## src/assert_macros.svh

```systemverilog
// ----------------------------------------------------------------------------
// assertion macros
// shared concurrent check forms, clocked on the rising edge, reset disables
// ----------------------------------------------------------------------------
`ifndef ASSERT_MACROS_SVH
`define ASSERT_MACROS_SVH

// same-cycle implication
`define RRL_ASSERT_IMP(label, clk, rst, ante, cons) \
   label: assert property (@(posedge clk) disable iff (rst) (ante) |-> (cons)) \
      else $error("rotation residual loss check failed");

// next-cycle implication
`define RRL_ASSERT_NXT(label, clk, rst, ante, cons) \
   label: assert property (@(posedge clk) disable iff (rst) (ante) |=> (cons)) \
      else $error("rotation residual loss check failed");

`endif

```

## src/rrl_pkg.sv

```systemverilog
// ----------------------------------------------------------------------------
// rrl_pkg
// widths, constants and controller/datapath interface types
// ----------------------------------------------------------------------------
package rrl_pkg;

   localparam int FRAC_BITS    = 14;
   localparam int DATA_W       = 16;
   localparam int PROD_W       = 2 * DATA_W;
   localparam int SUM_W        = 34;
   localparam int RES_W        = SUM_W - FRAC_BITS;
   localparam int SQ_W         = 2 * RES_W;
   localparam int BATCH_W      = 60;
   localparam int COUNT_W      = 16;
   localparam int LOSS_W       = 32;
   localparam int LOSS_SHIFT   = 2 * FRAC_BITS - 16;
   localparam int DIM          = 3;
   localparam int NUM_SUMS     = DIM * DIM;
   localparam int SEL_W        = $clog2(NUM_SUMS);
   localparam int ROW_W        = $clog2(DIM);
   localparam int DIV_CNT_W    = $clog2(BATCH_W);

   localparam logic [COUNT_W-1:0]   MAX_MATRICES = COUNT_W'(65535);
   localparam logic [ROW_W-1:0]     ROW_LAST     = ROW_W'(DIM - 1);
   localparam logic [SEL_W-1:0]     SEL_LAST     = SEL_W'(NUM_SUMS - 1);
   localparam logic [DIV_CNT_W-1:0] DIV_LAST     = DIV_CNT_W'(BATCH_W - 1);

   // identity in the product scale: 1.0 with 2*FRAC_BITS fraction bits
   localparam logic signed [SUM_W-1:0] ONE_PROD = SUM_W'(1) << (2 * FRAC_BITS);

   typedef struct packed {
      logic             row_en;
      logic             row_last;
      logic             sq_en;
      logic [SEL_W-1:0] sq_sel;
      logic             finish;
      logic             div_load;
      logic             div_step;
      logic             emit;
   } cmd_type;

   typedef struct packed {
      logic count_full;
      logic batch_end;
      logic out_busy;
   } status_type;

endpackage

```

## src/rrl_ctrl.sv

```systemverilog
// ----------------------------------------------------------------------------
// rrl_ctrl
// sequencer: row intake, residual square sweep, batch divide and emit
// ----------------------------------------------------------------------------
module rrl_ctrl (
   input  logic                 clock,
   input  logic                 reset,
   input  logic                 req_valid,
   output logic                 req_stall,
   input  rrl_pkg::status_type  status,
   output rrl_pkg::cmd_type     cmd
);

   typedef enum logic [5:0] {
      ST_IDLE   = 6'b000001,
      ST_SQUARE = 6'b000010,
      ST_FINISH = 6'b000100,
      ST_LOAD   = 6'b001000,
      ST_DIVIDE = 6'b010000,
      ST_EMIT   = 6'b100000
   } state_type;

   state_type                       state_ff, state_in;
   logic [rrl_pkg::ROW_W-1:0]       row_ff, row_in;
   logic [rrl_pkg::SEL_W-1:0]       sel_ff, sel_in;
   logic [rrl_pkg::DIV_CNT_W-1:0]   div_cnt_ff, div_cnt_in;

   assign req_stall = (state_ff != ST_IDLE);

   always_comb begin
      state_in     = state_ff;
      row_in       = row_ff;
      sel_in       = sel_ff;
      div_cnt_in   = div_cnt_ff;
      cmd          = '0;
      cmd.row_last = (row_ff == rrl_pkg::ROW_LAST);
      cmd.sq_sel   = sel_ff;
      unique case (state_ff)
         ST_IDLE: begin
            if (req_valid) begin
               cmd.row_en = 1'b1;
               if (row_ff == rrl_pkg::ROW_LAST) begin
                  row_in   = '0;
                  sel_in   = '0;
                  state_in = ST_SQUARE;
               end else begin
                  row_in = row_ff + 1'b1;
               end
            end
         end
         ST_SQUARE: begin
            if (status.count_full) begin
               state_in = ST_FINISH;
            end else begin
               cmd.sq_en = 1'b1;
               if (sel_ff == rrl_pkg::SEL_LAST) begin
                  state_in = ST_FINISH;
               end else begin
                  sel_in = sel_ff + 1'b1;
               end
            end
         end
         ST_FINISH: begin
            cmd.finish = 1'b1;
            state_in   = status.batch_end ? ST_LOAD : ST_IDLE;
         end
         ST_LOAD: begin
            cmd.div_load = 1'b1;
            div_cnt_in   = '0;
            state_in     = ST_DIVIDE;
         end
         ST_DIVIDE: begin
            cmd.div_step = 1'b1;
            if (div_cnt_ff == rrl_pkg::DIV_LAST) begin
               state_in = ST_EMIT;
            end else begin
               div_cnt_in = div_cnt_ff + 1'b1;
            end
         end
         ST_EMIT: begin
            if (!status.out_busy) begin
               cmd.emit = 1'b1;
               state_in = ST_IDLE;
            end
         end
         default: begin
            state_in = ST_IDLE;
         end
      endcase
   end

   always_ff @(posedge clock) begin
      if (reset) begin
         state_ff   <= ST_IDLE;
         row_ff     <= '0;
         sel_ff     <= '0;
         div_cnt_ff <= '0;
      end else begin
         state_ff   <= state_in;
         row_ff     <= row_in;
         sel_ff     <= sel_in;
         div_cnt_ff <= div_cnt_in;
      end
   end

endmodule

```

## config.mk

```make
export PLATFORM = sky130hd
export DESIGN_NAME = rrl_ctrl
export DESIGN_NICKNAME = d
export VERILOG_FILES = /design/src/assert_macros.svh /design/src/rrl_pkg.sv /design/src/rrl_ctrl.sv
export SDC_FILE = /design/constraint.sdc
export NUM_CORES = 1
export LEC_CHECK = 0
export ABC_CLOCK_PERIOD_IN_PS = 4300
export BUFFER_PORTS_ARGS = -buffer_cell sky130_fd_sc_hd__clkbuf_2
export CORE_ASPECT_RATIO = 1.4
export CORE_UTILIZATION = 35
export CTS_CLUSTER_SIZE = 12
export DETAILED_ROUTE_END_ITERATION = 8
export PLACE_DENSITY = 0.62
export SYNTH_ARGS = -nofsm -noshare
export SYNTH_HDL_FRONTEND = slang
export SYNTH_SLANG_ARGS = --single-unit
```

## constraint.sdc

```tcl
create_clock -name clock -period 4.3 [get_ports clock]
set_input_delay 0.215 -clock clock [delete_from_list [all_inputs] [get_ports clock]]
set_output_delay 0.215 -clock clock [all_outputs]
set_load 0.02 [all_outputs]
```

Word level (Yosys, flattened, before mapping)
Cells that the tools add are included.
{"block": "totals", "reg_bits": 18, "latch_bits": 0, "mem_bits_rw": 0, "rom_bits": 0, "inputBits": 6, "out_inout_bits": 12, "elab_cells": 56, "mem_count": 0}
{"block": "op_classes", "addsub": 3, "multipliers": 0, "div": 0, "magnitude_cmp": 0, "eq_ne": 18, "shift": 0, "n_mux": 25, "bitwise": 0, "reduce_logical": 6}
{"operator": "two-way mux 6 bit", "count": 7}
{"operator": "case mux 6 bit (6 select lines)", "count": 1}
{"operator": "two-way mux 4 bit", "count": 5}
{"operator": "!= test 2 bit (second input constant)", "count": 7}
{"operator": "== test 6 bit (second input constant)", "count": 2}
{"operator": "case mux 6 bit (2 select lines)", "count": 1}
{"operator": "AND reduction 5 bit", "count": 2}
{"operator": "two-way mux 1 bit", "count": 9}
{"operator": "case mux 4 bit (2 select lines)", "count": 1}
{"operator": "adder 6 x 1 -> 6 bit (second input constant)", "count": 1}
{"operator": "== test 6 x 1 -> 1 bit (second input constant)", "count": 1}
{"operator": "== test 6 x 2 -> 1 bit (second input constant)", "count": 1}
{"operator": "== test 6 x 3 -> 1 bit (second input constant)", "count": 1}
{"operator": "== test 6 x 4 -> 1 bit (second input constant)", "count": 1}
{"operator": "== test 6 x 5 -> 1 bit (second input constant)", "count": 1}
{"operator": "!= test 6 x 1 -> 1 bit (second input constant)", "count": 1}
{"operator": "adder 4 x 1 -> 4 bit (second input constant)", "count": 1}
{"operator": "== test 4 bit (second input constant)", "count": 1}
{"operator": "AND reduction 2 bit", "count": 2}
{"operator": "nonzero test 2 bit", "count": 2}
{"operator": "!= test 3 bit (second input constant)", "count": 1}
{"operator": "adder 2 x 1 -> 2 bit (second input constant)", "count": 1}
{"operator": "== test 2 bit (second input constant)", "count": 1}
{"operator": "two-way mux 2 bit", "count": 1}

Longest topological paths before layout
{"block": "logic_depth", "ltp_word": 4, "mapped_depth": 7}

Least setup slack after synthesis
OpenSTA, ideal clock, no wires.
{"block": "synth_timing", "kind": "flip-flop to output port", "start": "register state_ff[4]", "end": "output cmd[0] (netlist name)", "t_arrival_ns": 1.523, "t_required_ns": 4.085, "setup_slack_ns": 2.562, "path_stages_with_launch": 3, "path_buffers": 0, "cell_sequence": "dfxtp_1 nor4_1 nor4bb_1"}
{"item": "start: declaration", "line": "rrl_ctrl.sv:23", "source": "state_type state_ff, state_in;"}
{"item": "start signal: assignment", "line": "rrl_ctrl.sv:99", "source": "state_ff <= state_in;"}
{"item": "end: declaration", "line": "rrl_ctrl.sv:11", "source": "output rrl_pkg::cmd_type cmd"}

==> results.py <==
metrics = {
    "status": {
        "status": "complete, no violations",
    },
    "logic_synthesis": {
        "yosys_warnings": 0,
        "avgSynthCellArea_um2": 8.69,
        "synth_ff_type": "dfxtp_1",
        "synth-seq-cells": 18,
        "yosys.area.top_type": "dfxtp_1",
        "synth_edf_count": 0,
        "synth.area.top_cells": "dfxtp_1 (36%), a21oi_1 (4.0%), ha_1 (3.8%), nand3b_1 (3.0%), nor2_1 (3.0%)",
        "synth_area_um2": 991,
        "syn_inst": 114,
        "yosysSeqAreaShare": 0.364,
        "synth_nets": 123,
        "synth.top_cell.area_share": 0.364,
        "yosys.cell_types.count": 40,
        "ys_async_sr_fraction": 0,
    },
    "power_and_ir_drop": {
        "power_frac_comb": 0.080,
        "leakage_nw": 0.436,
        "p_clk_frac": 0.356,
        "p_total_uw": 305,
        "p_seq_frac": 0.564,
        "swShare": 0.244,
        "p_per_area_nw_per_um2": 268,
        "power.net_switching_uw": 74.3,
        "ir_drop_mv": 0.162,
        "p_int_uw": 230,
    },
    "timing": {
        "setup_viol": 0,
        "slew_viol_final": 0,
        "tns_ns": 0,
        "rsz0062_at_grt": "no",
        "min_period_over_period": 0.462,
        "fin_ws_ns": 2.31,
        "hold_viol": 0,
        "clock_skew_ns": 0.00867,
        "slew_headroom": 0.631,
        "tightest_slew_ns": 0.548,
        "achievable-frequency_mhz": 503,
        "min_period_ns": 1.99,
    },
    "clocking": {
        "clock_path_buffers": 2,
        "cts_tree": "done",
        "clk_pin_slew_ns": 0.10,
        "cts.root.buffer_cell": "clkbuf_4",
        "htree_levels": 1,
        "clkLatencyLatePin_ns": 0.30,
        "cts_resized": 0,
        "post-cts-setup-buffers": 0,
        "cts.sinks": 18,
        "cts-hold-fix-buffers": 0,
        "cts_buffers": 3,
    },
    "floorplan": {
        "start_util": 0.375,
        "die_area_um2": 3050,
        "rows": 22,
        "dieWidth_um": 47.0,
        "num_io_pins": 18,
        "coreArea_um2": 2640,
        "fp.dieH_um": 65.0,
    },
    "global_routing": {
        "grt_use_total": 0.162,
        "grt-busiest-layer": "met2",
        "grt_pass1_wl_um": 3620,
        "antenna_found_initial": 0,
        "met2_usage": 0.259,
        "grt_pass1_vias": 802,
        "use_met1": 0.209,
        "grt_max_degree": 18,
        "overflow": 0,
        "grt_util_met3": 0.0279,
    },
    "setup_path": {
        "critPathKind": "flip-flop to output pin",
        "worstSetupStartpointType": "flip-flop",
        "cp_data_arrival_time_ns": 1.77,
        "crit_path_end_kind": "output pin",
        "crit_fanout": 5,
        "crit_required_ns": 4.09,
        "reg2reg_slack_ns": 2.56,
    },
    "routing": {
        "first_pass_iters": 4,
        "via_per_inst": 5.44,
        "drtIter0Drc": 25,
        "wl_per_cell_um": 13.2,
        "routed_wl_um": 2200,
        "detail-route-antenna-nets": 0,
        "post-route-drc-count": 0,
        "via_count": 909,
    },
    "placement": {
        "io_buffers": 17,
        "dp_hpwl_um": 1620,
        "gp_congestion": 0.770,
        "pre_cts_ws_ns": 2.61,
    },
    "run": {
        "cap_violations": 0,
    },
    "cells_and_area": {
        "diodes": 0,
        "drive_above_1_share": 0.229,
        "nets": 141,
        "area_growth_pct": 14.9,
    },
    "min_path": {
        "hold_path.class": "input pin to flip-flop",
    },
}
[area by class of cell]
cell class                 instances  area [um2]
clock buffer                       4        36.3
fill                             279        1500
inverter                           5        18.8
multi-input combinational         86         586
sequential                        18         360
tap                               36        45.0
timing repair buffer              18        92.6
[placed cells by master (no fill, tap or decap), types with 3 or more instances in the layout]
cell type  instances
nor4_1             4
clkbuf_2          17
nand3b_1           4
o21ai_0            4
clkbuf_4           3
or3_1              3
nor2b_1            4
dfxtp_1           18
ha_1               3
nand3_1            5
nor3_1             3
a21oi_1            8
inv_1              5
nand4_1            4
xor2_1             3
nand2_1            4
nor2_1             8
and2_1             4
[flip-flops by register name, indices dropped and copies added (netlist names)]
signal and cells:
row_ff 2, sel_ff 4, div_cnt_ff 6, state_ff 6
[worst paths after layout]
path,startpoint,end,cells past startpoint
setup / recovery,state_ff[4],cmd[0],3
setup reg to reg,state_ff[5],sel_ff[3],5
hold reg to reg,div_cnt_ff[1],div_cnt_ff[1],2
hold / removal,status[1],state_ff[3],3
[layer usage]
layer	wire (um)	vias up
met5	0	-
met4	40	0
met3	102	5
met2	1120	31
met1	942	413
li1	-	460
[cells by family (layout without fill, tap and decap cells)]
group           count (synthesis)  in the layout  synth area share
flops                          18             18             0.364
xor+xnor                        3              3            0.0265
fa+ha+maj                       3              3            0.0379
compound gates                 20             20             0.136
mux                             1              1            0.0101
simple gates                   59             59             0.380
buf+inv                        10             27            0.0455
[synthesized netlist by cell type (4+ instances only)]
| master | count |
|---|---|
| a21oi_1 | 8 |
| and2_1 | 4 |
| dfxtp_1 | 18 |
| inv_1 | 5 |
| nand2_1 | 4 |
| nand3_1 | 5 |
| nand3b_1 | 4 |
| nand4_1 | 4 |
| nor2_1 | 8 |
| nor2b_1 | 4 |
| nor4_1 | 4 |
| o21ai_0 | 4 |
[critical path, cell delays in order (launching register included)]
cell      delay [ns]
dfxtp_1         0.38
nor4_1          0.53
nor4bb_1        0.35
clkbuf_2        0.21
[metrics by stage]
| step | hold slack, ns | instances | util | cell area, um2 |
|---|---|---|---|---|
| after floorplan | 0.399 | 114 | - | 991 |
| after global placement | 0.469 | 163 | 0.417 | 1100 |
| after detailed placement | 0.488 | 163 | 0.417 | 1100 |
| after CTS | 0.205 | 167 | 0.431 | 1140 |
| after global routing | 0.221 | 167 | 0.431 | 1140 |
| final | 0.217 | 167 | 0.431 | 1140 |
[power groups by stage]
stage / combinational (mW) / sequential, mW / clock (mW)
5_1_grt: 0.0269 / 0.173 / 0.119
4_1_cts: 0.0245 / 0.172 / 0.110
3_3_place_gp: 0.0242 / 0.175 / 0
6_report: 0.0245 / 0.172 / 0.108
3_5_place_dp: 0.0244 / 0.176 / 0
2_1_floorplan: 0.0177 / 0.175 / 0
No activity file was read; power rests on OpenSTA's default activity.
